`src/rtl/core/rhtrk_pkg.sv`:
```
// Shared types, constants and the arctangent table of the heading tracker.
`default_nettype none

package rhtrk_pkg;

	localparam int COORD_W = 20;
	localparam int GAP_W   = 21;
	localparam int ROT_W   = 33;
	localparam int ANG_W   = 25;
	localparam int HEAD_W  = 17;
	localparam int TURN_W  = 20;
	localparam int RATE_W  = 11;
	localparam int DT_W    = 16;
	localparam int LIM_W   = 19;
	localparam int ATAN_W  = 22;
	localparam int IDX_W   = 5;
	localparam int TABLE_LEN = 24;

	localparam logic [RATE_W-1:0] TURN_RATE_RST = 11'd360;

	localparam logic signed [TURN_W-1:0] DEG90  = 20'sd23040;
	localparam logic signed [TURN_W-1:0] DEG180 = 20'sd46080;
	localparam logic signed [TURN_W-1:0] DEG270 = 20'sd69120;
	localparam logic signed [TURN_W-1:0] DEG360 = 20'sd92160;

	typedef logic signed [ROT_W-1:0]  rot_t;
	typedef logic signed [TURN_W-1:0] turn_t;
	typedef logic [HEAD_W-1:0]        head_t;

	// Arctangent of 2^-i in degrees with 16 fraction bits, rounded to nearest.
	function automatic logic [ATAN_W-1:0] atan_entry(input logic [IDX_W-1:0] idx);
		logic [ATAN_W-1:0] v;
		case (idx)
			5'd0:    v = 22'd2949120;
			5'd1:    v = 22'd1740967;
			5'd2:    v = 22'd919879;
			5'd3:    v = 22'd466945;
			5'd4:    v = 22'd234379;
			5'd5:    v = 22'd117304;
			5'd6:    v = 22'd58666;
			5'd7:    v = 22'd29335;
			5'd8:    v = 22'd14668;
			5'd9:    v = 22'd7334;
			5'd10:   v = 22'd3667;
			5'd11:   v = 22'd1833;
			5'd12:   v = 22'd917;
			5'd13:   v = 22'd458;
			5'd14:   v = 22'd229;
			5'd15:   v = 22'd115;
			5'd16:   v = 22'd57;
			5'd17:   v = 22'd29;
			5'd18:   v = 22'd14;
			5'd19:   v = 22'd7;
			5'd20:   v = 22'd4;
			5'd21:   v = 22'd2;
			5'd22:   v = 22'd1;
			default: v = 22'd0;
		endcase
		return v;
	endfunction

endpackage

`default_nettype wire

```
`src/rtl/core/rhtrk_cordic.sv`:
```
// Iterative CORDIC vectoring unit that returns the angle of a vector in 1/256 degree.
`default_nettype none

module rhtrk_cordic #(
	parameter int STEPS = 16
) (
	input  wire                                       clk,
	input  wire                                       arst_n,
	input  wire                                       start,
	input  wire  signed [rhtrk_pkg::ROT_W-1:0]        x_init,
	input  wire  signed [rhtrk_pkg::ROT_W-1:0]        y_init,
	output logic                                      done,
	output logic signed [rhtrk_pkg::HEAD_W-1:0]       angle
);

	localparam logic [rhtrk_pkg::IDX_W-1:0] LAST_IDX = rhtrk_pkg::IDX_W'(STEPS - 1);

	rhtrk_pkg::rot_t                         x_q;
	rhtrk_pkg::rot_t                         y_q;
	logic signed [rhtrk_pkg::ANG_W-1:0]      z_q;
	logic [rhtrk_pkg::IDX_W-1:0]             cnt_q;
	logic                                    busy_q;
	logic                                    done_q;

	rhtrk_pkg::rot_t                         xs;
	rhtrk_pkg::rot_t                         ys;
	logic signed [rhtrk_pkg::ANG_W-1:0]      step_ang;
	logic signed [rhtrk_pkg::ANG_W-1:0]      z_rnd;

	assign xs       = x_q >>> cnt_q;
	assign ys       = y_q >>> cnt_q;
	assign step_ang = $signed({3'b000, rhtrk_pkg::atan_entry(cnt_q)});

	always_ff @(posedge clk or negedge arst_n) begin
		if (!arst_n) begin
			busy_q <= 1'b0;
			done_q <= 1'b0;
			cnt_q  <= '0;
		end else begin
			done_q <= 1'b0;
			if (start) begin
				busy_q <= 1'b1;
				cnt_q  <= '0;
			end else if (busy_q) begin
				cnt_q <= cnt_q + 1'b1;
				if (cnt_q == LAST_IDX) begin
					busy_q <= 1'b0;
					done_q <= 1'b1;
				end
			end
		end
	end

	always_ff @(posedge clk) begin
		if (start) begin
			x_q <= x_init;
			y_q <= y_init;
			z_q <= '0;
		end else if (busy_q) begin
			if (!y_q[rhtrk_pkg::ROT_W-1]) begin
				x_q <= x_q + ys;
				y_q <= y_q - xs;
				z_q <= z_q + step_ang;
			end else begin
				x_q <= x_q - ys;
				y_q <= y_q + xs;
				z_q <= z_q - step_ang;
			end
		end
	end

	assign z_rnd = z_q + 25'sd128;
	assign angle = z_rnd[rhtrk_pkg::ANG_W-1:8];
	assign done  = done_q;

endmodule

`default_nettype wire

```
`src/rtl/core/rate_limited_heading_tracker.sv`:
```
// Top level of the rate-limited heading tracker.
// Each input passes the states setup, rotate (CORDIC, capped at 24 steps), turn, limit and done in order.
// A point straight above or below skips the rotate state and coincident points go from setup straight to done.
// One item is in work at a time, so no new input transaction is taken until the last one has left the done state.
// A new input is taken while a finished result still waits on the output register.
// Reset clears the heading to zero and sets turn_rate to 360 degrees per second.
`default_nettype none

module rate_limited_heading_tracker #(
	parameter int CORDIC_STEPS = 16
) (
	input  wire         clk,
	input  wire         arst_n,
	input  wire         cfg_we,
	input  wire  [10:0] cfg_wdata,
	input  wire         s_tvalid,
	output logic        s_tready,
	// target_x[19:0], target_y[39:20], own_x[59:40], own_y[79:60], delta_time[95:80]
	input  wire  [95:0] s_tdata,
	output logic        m_tvalid,
	input  wire         m_tready,
	// heading_out[16:0], zero fill [23:17]
	output logic [23:0] m_tdata,
	// coincident[0]
	output logic [0:0]  m_tuser
);

	localparam int EFF_STEPS = (CORDIC_STEPS > rhtrk_pkg::TABLE_LEN) ?
		rhtrk_pkg::TABLE_LEN : CORDIC_STEPS;

	typedef enum logic [2:0] {
		ST_IDLE,
		ST_SETUP,
		ST_ROTATE,
		ST_TURN,
		ST_LIMIT,
		ST_DONE
	} state_t;

	state_t                                  state_q;
	logic [rhtrk_pkg::RATE_W-1:0]            turn_rate_q;
	rhtrk_pkg::head_t                        heading_q;
	logic signed [rhtrk_pkg::GAP_W-1:0]      dx_q;
	logic signed [rhtrk_pkg::GAP_W-1:0]      dy_q;
	logic [rhtrk_pkg::DT_W-1:0]              dt_q;
	logic [rhtrk_pkg::LIM_W-1:0]             limit_q;
	rhtrk_pkg::turn_t                        target_q;
	rhtrk_pkg::turn_t                        diff_q;
	logic                                    coinc_q;
	logic                                    m_valid_q;
	rhtrk_pkg::head_t                        out_heading_q;
	logic                                    out_coinc_q;

	logic signed [rhtrk_pkg::GAP_W-1:0]      dx_in;
	logic signed [rhtrk_pkg::GAP_W-1:0]      dy_in;
	logic                                    neg_x;
	logic signed [rhtrk_pkg::GAP_W-1:0]      nx;
	logic signed [rhtrk_pkg::GAP_W-1:0]      ny;
	rhtrk_pkg::rot_t                         x_init;
	rhtrk_pkg::rot_t                         y_init;
	logic                                    gap_zero;
	logic                                    cordic_start;
	logic                                    cordic_done;
	logic signed [rhtrk_pkg::HEAD_W-1:0]     cordic_angle;
	logic [rhtrk_pkg::RATE_W+rhtrk_pkg::DT_W-1:0] limit_prod;
	rhtrk_pkg::turn_t                        diff_raw;
	rhtrk_pkg::turn_t                        diff_wrap;
	rhtrk_pkg::turn_t                        lim_pos;
	rhtrk_pkg::turn_t                        lim_neg;
	rhtrk_pkg::turn_t                        diff_clamp;
	rhtrk_pkg::turn_t                        head_sum;
	rhtrk_pkg::turn_t                        head_wrap;
	rhtrk_pkg::turn_t                        head_ext;

	assign dx_in = $signed({s_tdata[19], s_tdata[19:0]}) - $signed({s_tdata[59], s_tdata[59:40]});
	assign dy_in = $signed({s_tdata[39], s_tdata[39:20]}) - $signed({s_tdata[79], s_tdata[79:60]});

	assign neg_x    = dx_q[rhtrk_pkg::GAP_W-1];
	assign nx       = neg_x ? -dx_q : dx_q;
	assign ny       = neg_x ? -dy_q : dy_q;
	assign x_init   = $signed({{2{nx[rhtrk_pkg::GAP_W-1]}}, nx, 10'b0});
	assign y_init   = $signed({{2{ny[rhtrk_pkg::GAP_W-1]}}, ny, 10'b0});
	assign gap_zero = (dx_q == '0) && (dy_q == '0);

	assign cordic_start = (state_q == ST_SETUP) && (dx_q != '0);

	rhtrk_cordic #(
		.STEPS(EFF_STEPS)
	) u_cordic (
		.clk    (clk),
		.arst_n (arst_n),
		.start  (cordic_start),
		.x_init (x_init),
		.y_init (y_init),
		.done   (cordic_done),
		.angle  (cordic_angle)
	);

	assign limit_prod = turn_rate_q * dt_q;
	assign head_ext   = $signed({3'b000, heading_q});

	always_comb begin
		diff_raw = target_q - head_ext;
		if (diff_raw > rhtrk_pkg::DEG180) begin
			diff_wrap = diff_raw - rhtrk_pkg::DEG360;
		end else if (diff_raw < -rhtrk_pkg::DEG180) begin
			diff_wrap = diff_raw + rhtrk_pkg::DEG360;
		end else begin
			diff_wrap = diff_raw;
		end
	end

	always_comb begin
		lim_pos = $signed({1'b0, limit_q});
		lim_neg = -lim_pos;
		if (diff_q > lim_pos) begin
			diff_clamp = lim_pos;
		end else if (diff_q < lim_neg) begin
			diff_clamp = lim_neg;
		end else begin
			diff_clamp = diff_q;
		end
		head_sum = head_ext + diff_clamp;
		if (head_sum < 0) begin
			head_wrap = head_sum + rhtrk_pkg::DEG360;
		end else if (head_sum >= rhtrk_pkg::DEG360) begin
			head_wrap = head_sum - rhtrk_pkg::DEG360;
		end else begin
			head_wrap = head_sum;
		end
	end

	always_ff @(posedge clk or negedge arst_n) begin
		if (!arst_n) begin
			turn_rate_q <= rhtrk_pkg::TURN_RATE_RST;
		end else if (cfg_we) begin
			turn_rate_q <= cfg_wdata;
		end
	end

	always_ff @(posedge clk or negedge arst_n) begin
		if (!arst_n) begin
			state_q   <= ST_IDLE;
			heading_q <= '0;
			m_valid_q <= 1'b0;
		end else begin
			if (state_q == ST_DONE && (!m_valid_q || m_tready)) begin
				m_valid_q <= 1'b1;
			end else if (m_valid_q && m_tready) begin
				m_valid_q <= 1'b0;
			end
			case (state_q)
				ST_IDLE: begin
					if (s_tvalid) begin
						state_q <= ST_SETUP;
					end
				end
				ST_SETUP: begin
					if (gap_zero) begin
						state_q <= ST_DONE;
					end else if (dx_q == '0) begin
						state_q <= ST_TURN;
					end else begin
						state_q <= ST_ROTATE;
					end
				end
				ST_ROTATE: begin
					if (cordic_done) begin
						state_q <= ST_TURN;
					end
				end
				ST_TURN: begin
					state_q <= ST_LIMIT;
				end
				ST_LIMIT: begin
					heading_q <= head_wrap[rhtrk_pkg::HEAD_W-1:0];
					state_q   <= ST_DONE;
				end
				ST_DONE: begin
					if (!m_valid_q || m_tready) begin
						state_q <= ST_IDLE;
					end
				end
				default: begin
					state_q <= ST_IDLE;
				end
			endcase
		end
	end

	always_ff @(posedge clk) begin
		if (state_q == ST_IDLE && s_tvalid) begin
			dx_q <= dx_in;
			dy_q <= dy_in;
			dt_q <= s_tdata[95:80];
		end
		if (state_q == ST_SETUP) begin
			limit_q <= limit_prod[rhtrk_pkg::RATE_W+rhtrk_pkg::DT_W-1:8];
			coinc_q <= gap_zero;
			if (dy_q > 0) begin
				target_q <= rhtrk_pkg::DEG90;
			end else begin
				target_q <= rhtrk_pkg::DEG270;
			end
		end
		if (state_q == ST_ROTATE && cordic_done) begin
			target_q <= rhtrk_pkg::turn_t'(cordic_angle) + (neg_x ? rhtrk_pkg::DEG180 : '0);
		end
		if (state_q == ST_TURN) begin
			diff_q <= diff_wrap;
		end
		if (state_q == ST_DONE && (!m_valid_q || m_tready)) begin
			out_heading_q <= heading_q;
			out_coinc_q   <= coinc_q;
		end
	end

	assign s_tready   = (state_q == ST_IDLE);
	assign m_tvalid   = m_valid_q;
	assign m_tdata    = {7'b0, out_heading_q};
	assign m_tuser[0] = out_coinc_q;

endmodule

`default_nettype wire

```
`config.mk`:
```
export PLATFORM = sky130hd
export DESIGN_NAME = rate_limited_heading_tracker
export DESIGN_NICKNAME = d
export VERILOG_FILES = /design/src/rtl/core/rhtrk_pkg.sv /design/src/rtl/core/rhtrk_cordic.sv /design/src/rtl/core/rate_limited_heading_tracker.sv
export SDC_FILE = /design/constraint.sdc
export NUM_CORES = 2
export LEC_CHECK = 0
export BUFFER_PORTS_ARGS = -buffer_cell sky130_fd_sc_hd__buf_4
export CORE_MARGIN = 2
export CORE_UTILIZATION = 40
export DETAILED_ROUTE_END_ITERATION = 16
export PLACE_DENSITY = 0.57
export SLEW_MARGIN = 20
export SYNTH_ARGS = -nofsm -noshare
export SYNTH_HDL_FRONTEND = slang
export SYNTH_HIERARCHICAL = 1
export SYNTH_SLANG_ARGS = --single-unit
```
`constraint.sdc`:
```
create_clock -name clk -period 9.45 [get_ports clk]
set_input_delay 1.4175 -clock clk [delete_from_list [all_inputs] [get_ports clk]]
set_output_delay 1.4175 -clock clk [all_outputs]
set_load 0.02 [all_outputs]
```
Word level (Yosys, flattened, before mapping)
Memories as Yosys holds them, arrays and structs flattened.
Cells that the tools add are included.
- add/subtract/negate cells: 20
- multiply operators: 1
- order comparisons: 7
- equality and inequality tests: 9
- shift-type cells: 2
- muxes and demuxes: 35
- reduce and logical (&&, ||, !) cells: 16
- operators with widths (cell ; count):
    2-to-1 mux 33 bit ; 6
    2-to-1 mux 20 bit ; 6
    adder 33 bit ; 2
    >>> shifter 33 x 5 -> 33 bit ; 2
    subtractor 33 bit ; 2
    2-to-1 mux 17 bit ; 3
    zero test 21 bit ; 2
    2-to-1 mux 21 bit ; 2
    negator 21 bit ; 2
    subtractor 20 x 20 -> 21 bit ; 2
    multiplier 11 x 16 -> 27 bit ; 1
    adder 25 x 23 -> 25 bit ; 1
    adder 25 x 9 -> 25 bit, second input constant ; 1
    2-to-1 mux 25 bit ; 1
    subtractor 25 x 23 -> 25 bit ; 1
    greater-than comparator 21 x 1 -> 1 bit, second input constant ; 1
    nonzero test 21 bit ; 1
    adder 18 x 20 -> 20 bit ; 1
    adder 20 x 18 -> 20 bit, second input constant ; 1
    greater-or-equal comparator 20 x 18 -> 1 bit, second input constant ; 1
    greater-than comparator 20 x 17 -> 1 bit, second input constant ; 1
    greater-than comparator 20 bit ; 1
    < comparator 20 x 1 -> 1 bit, second input constant ; 1
    < comparator 20 x 17 -> 1 bit, second input constant ; 1
    25 further kinds ; 47
- register bits: 266
- memory bits (read-only): 704
- input bits: 112
- output and inout port bits: 27
- word-level logic and storage cells: 112
- memories: 1
- memory list (memory ; words ; width ; rd ports ; clocked after Yosys merged registers in ; wr ports ; RTL line ; source):
    (no name shown) ; 32 ; 22 ; 1 ; 0 ; 0 ; rhtrk_pkg.sv:33 ; case (idx)

Logic depth before layout (Yosys ltp)
- depth in word-level cells: 8
- mapped depth: 32
- gate-level depth less buffers: 28

By module
The synthesis kept the hierarchy.
- modules (own cells, without submodules) (module ; times used ; cells each ; area each (um^2) ; sequential area each (um^2)):
    rate_limited_heading_tracker ; 1 ; 1893 ; 17678.2 ; 4829.6
    rhtrk_cordic ; 1 ; 1818 ; 15331.0 ; 2657.5

Worst setup path before layout
No wires, ideal clock.
- path kind: register to register
- start point: register limit_q[1] in the netlist's numbering
- end point: register heading_q[13]
- setup time: 0.140 ns
- data arrival time: 6.655 ns
- data required time: 9.310 ns
- setup slack: 2.655 ns
- stages on the path, launching flop included: 30
- path buffers: 2
- clock period less this slack: 6.795 ns
- cells stage by stage: edfxtp_1 inv_1 ha_1 or3b_1 buf_6 nor4_4 nand4_2 xnor2_2 ha_1 nand4_1 nor4_1 o21ai_1 o2111a_1 nor2_1 clkbuf_1 nor2_1 o21ai_0 o21ai_0 ha_1 a2111oi_4 o21ai_2 a41oi_2 a31oi_1 and4_1 or3_1 o2111a_1 a311oi_2 mux2_2 a21oi_1 o221ai_1
- word-level cells in the longest chain between the ends: 8
- elaborated cells on any way between the ends: 12
- those cells by class: add/sub: 4; order compare: 4; mux: 4
- RTL lines (element ; RTL line ; source):
    from (decl) ; rate_limited_heading_tracker.sv:46 ; logic [rhtrk_pkg::LIM_W-1:0] limit_q;
    from (signal assigned) ; rate_limited_heading_tracker.sv:198 ; limit_q <= limit_prod[rhtrk_pkg::RATE_W+rhtrk_pkg::DT_W-1:8];
    negator 19 -> 20 bit ; rate_limited_heading_tracker.sv:115 ; lim_neg = -lim_pos;
    < comparator 20 bit ; rate_limited_heading_tracker.sv:118 ; end else if (diff_q < lim_neg) begin
    2-to-1 mux 20 bit ; rate_limited_heading_tracker.sv:118 ;
    2-to-1 mux 20 bit (*) ; rate_limited_heading_tracker.sv:116 ; if (diff_q > lim_pos) begin
    adder 18 x 20 -> 20 bit (*) ; rate_limited_heading_tracker.sv:123 ; head_sum = head_ext + diff_clamp;
    subtractor 17 bit / greater-or-equal comparator 20 x 18 -> 1 bit (equally long branches) ; rate_limited_heading_tracker.sv:127, rate_limited_heading_tracker.sv:126 ;
    2-to-1 mux 17 bit ; rate_limited_heading_tracker.sv:126 ; end else if (head_sum >= rhtrk_pkg::DEG360) begin
    2-to-1 mux 17 bit (*) ; rate_limited_heading_tracker.sv:124 ; if (head_sum < 0) begin
    to (signal assigned) ; rate_limited_heading_tracker.sv:176 ; heading_q <= head_wrap[rhtrk_pkg::HEAD_W-1:0];
    to (decl) ; rate_limited_heading_tracker.sv:42 ; rhtrk_pkg::head_t heading_q;
Every way passes the cells marked *; elsewhere a longest branch is shown, timed or not.
A chain may end at the register's enable or synchronous reset.

Worst setup path in the final report
Ends and elaborated chain as after synthesis.

==> impl_metrics.ini <==
[clock_network]
cts_tree = done
numCtsBuffers = 38
hold_buffers = 0
cts_buffer_depth = 3
cts-resized-gates = 0
cts_root_buf = clkbuf_16
postCtsSetupRepairBufs = 0
cts.sinks = 264
insertion_delay_ns = 0.59
clk_pin_slew_ns = 0.06
h-tree-depth = 2

[final_layout]
layout.nets = 4290
register_area_sq_um = 7500
multiInputGateArea_sq_um = 23700
fillCellCount = 8182
area_growth_pct = 9.27
postLayoutCellArea_sq_um = 36100
num_antenna_cells = 0
drive_gt1_frac = 0.112

[worst_setup_path]
cp-start-kind = flop
endpoint_kind = flop
regToRegSetupSlack_ns = 1.64
crit_type = flop to flop
arrival_ns = 8.23
required_ns = 9.88
crit_path_start = limit_q[1]$_DFFE_PP_
reg2reg_from = limit_q[1]$_DFFE_PP_
path_max_fanout = 12

[sta]
rsz0062_at_grt = no
relSlewSlack = 0.251
setup-tns-final_ns = 0
holdWs_ns = 0.482
clock-skew-final_ns = 0.0277
setup_violations = 0
tightest_slew_ns = 1.11
drv_slew = 0
layout_min_cycle_time_ns = 7.81
fin_crit_sh = 0.826
fmax_mhz = 128
hold_violations = 0

[floorplan]
boundaryPins = 139
rows = 105
initial_core_util = 0.403
die-area_sq_um = 84800
die_h_microns = 291
core_sq_um = 81800
die_w_microns = 291

[drt]
wl_per_cell_microns = 19.0
drtPass1Iterations = 7
initialDrtViolationCount = 2012
final_antenna_net_count = 0
drcViolationCount = 0
viasPerCell = 5.71
wl_microns = 92400
vias = 27729

[logic_synthesis]
synthCells = 3711
synth-warning-count = 6
syn_area_sq_um = 33000
yosysSeqAreaShare = 0.227
ys_types = 116
ys_ff_latch = 264
ys_async_sr_fraction = 0.148
synth_flop_cell = edfxtp_1
synth_edf_count = 200
synth_area_per_cell_sq_um = 8.89

[placed_design]
io_buffers = 131
hpwl_microns = 70900
gp_congestion = 0.975
postPlaceCellArea_sq_um = 34800

[run]
max-cap-violations = 0

[global_routing]
grt.overflow.total = 0
grt_max_degree = 163
grt_pass1_wl_microns = 150000
antenna_found_initial = 0
grt_pass1_vias = 27191
track_usage = 0.218

[status]
status = finished clean

[worst_hold_path]
hp-class = flop to flop
hold_start = u_cordic/z_q[0]$_SDFFE_PP0P_
## per-stage QoR
step / cells / utilization / setup slack (ns)
after global routing: 4860 / 0.441 / 0.964
after CTS: 4860 / 0.441 / 1.67
after global placement: 4791 / 0.425 / 1.82
after detailed placement: 4791 / 0.425 / 1.70
after floorplan: 3737 / - / 2.65
final: 4860 / 0.441 / 1.64
## kinds of logic (layout without fill, tap and decap cells)
group                    Yosys count  after routing  synth area share
AND/OR/NAND/NOR                 1140           1140             0.170
multiplexers                     206            206            0.0915
AO/OA/AOI/OAI                    925            925             0.184
buffers and inverters            464            517            0.0602
other                              1             27          0.000114
flip-flops                       264            264             0.227
XOR/XNOR                         294            294            0.0789
adder cells (fa/ha/maj)          417            417             0.188
## placed cells by master, fill, tap and decap left out, types with 27 or more instances in the layout
cell	netlist	layout
mux2_2	57	57
and2_1	110	109
a211oi_1	49	49
nand2b_1	49	49
clkbuf_16	0	39
conb_1	1	27
nor2_1	234	232
nor3_1	87	86
nor2b_1	43	43
buf_4	14	158
dfrtp_1	35	30
xnor2_1	201	201
o21ai_0	206	206
ha_1	286	286
nand2_1	379	379
a31oi_1	46	46
mux2i_1	80	80
o31ai_1	33	33
mux4_2	56	56
a21o_1	74	74
nand3_1	63	63
and3_1	31	31
o21a_1	36	36
a21oi_1	231	231
xor2_1	90	90
edfxtp_1	200	200
fa_1	131	131
inv_1	286	286
## Yosys cell counts (all sizes together), types with 14 or more instances
library cell / number / area [sq um]
o211ai: 19 / 143
mux2: 58 / 657
o21bai: 19 / 143
nor4: 24 / 208
a211oi: 50 / 380
a21o: 74 / 556
nor2b: 43 / 269
and2: 111 / 694
nand2: 379 / 1420
xor2: 90 / 788
nor3: 87 / 435
fa: 131 / 2620
o31ai: 35 / 282
and3: 32 / 205
a2111oi: 14 / 148
inv: 288 / 1080
ha: 286 / 3580
o21ai: 211 / 1060
xnor2: 203 / 1790
mux4: 67 / 1550
o21a: 36 / 270
a21oi: 231 / 1160
mux2i: 81 / 815
edfxtp: 200 / 6010
nand2b: 49 / 307
o22ai: 22 / 138
or3: 24 / 150
or2: 21 / 131
dfrtp: 35 / 876
nor2: 234 / 878
buf: 70 / 503
nand3: 64 / 325
a31oi: 46 / 288
dfxtp: 25 / 500
nand4: 20 / 144
clkbuf: 105 / 398
## layout make-up
class / instances / area share
Clock buffer: 46 / 0.0283
Clock inverter: 23 / 0.00739
Inverter: 289 / 0.0301
Multi-Input combinational cell: 3009 / 0.656
Sequential cell: 264 / 0.208
Tap cell: 1070 / 0.0371
Timing Repair Buffer: 159 / 0.0334
## sequential cells by signal (all words and copies together) (netlist names), 3 cells and up
signal / flops
u_cordic/x_q: 33
u_cordic/y_q: 33
u_cordic/z_q: 25
dx_q: 21
dy_q: 21
diff_q: 20
limit_q: 19
target_q: 18
heading_q: 17
out_heading_q: 17
dt_q: 16
turn_rate_q: 11
u_cordic/cnt_q: 5
state_q: 3
## final timing paths
path / to / depth (start not counted)
max: heading_q[13]$_DFFE_PN0P_ / 27
min: u_cordic/z_q[0]$_SDFFE_PP0P_ / 2
max in group asynchronous: u_cordic/cnt_q[3]$_DFFE_PN0P_ / 1
min in group asynchronous: turn_rate_q[1]$_DFFE_PN0P_ / 1
max reg2reg: heading_q[13]$_DFFE_PN0P_ / 27
min reg2reg: u_cordic/z_q[0]$_SDFFE_PP0P_ / 2
## per-layer routing
metal | global-route usage | vias to the layer above | routed length, microns
li1 | - | 13483 | -
met2 | 0.369 | 792 | 43700
met3 | 0.0285 | 206 | 4920
met1 | 0.284 | 13248 | 40500
met5 | 0 | - | 0
met4 | 0.0768 | 0 | 3360
## worst max-delay path, stage by stage (launching register included)
cell and delay, ns:
edfxtp_1 0.43, inv_1 0.11, ha_1 0.23, or3b_1 0.51
nor4_4 0.45, nand4_2 0.19, xnor2_2 0.18, ha_1 0.30
nand4_1 0.16, nor4_1 0.32, o21ai_1 0.18, o2111ai_2 0.29
nand2_1 0.30, and3_1 0.27, a21oi_1 0.10, o21ai_0 0.09
ha_1 0.40, a2111oi_4 0.43, o21ai_2 0.12, a41oi_2 0.34
a31oi_1 0.16, and4_1 0.24, or3_1 0.36, o2111a_1 0.15
a311oi_2 0.72, mux2_2 0.42, a21oi_1 0.14, o221ai_1 0.12
Power is left out: the tool's default activity adds up to more than one toggle a clock period on the data nets, which glitch-free logic cannot reach.
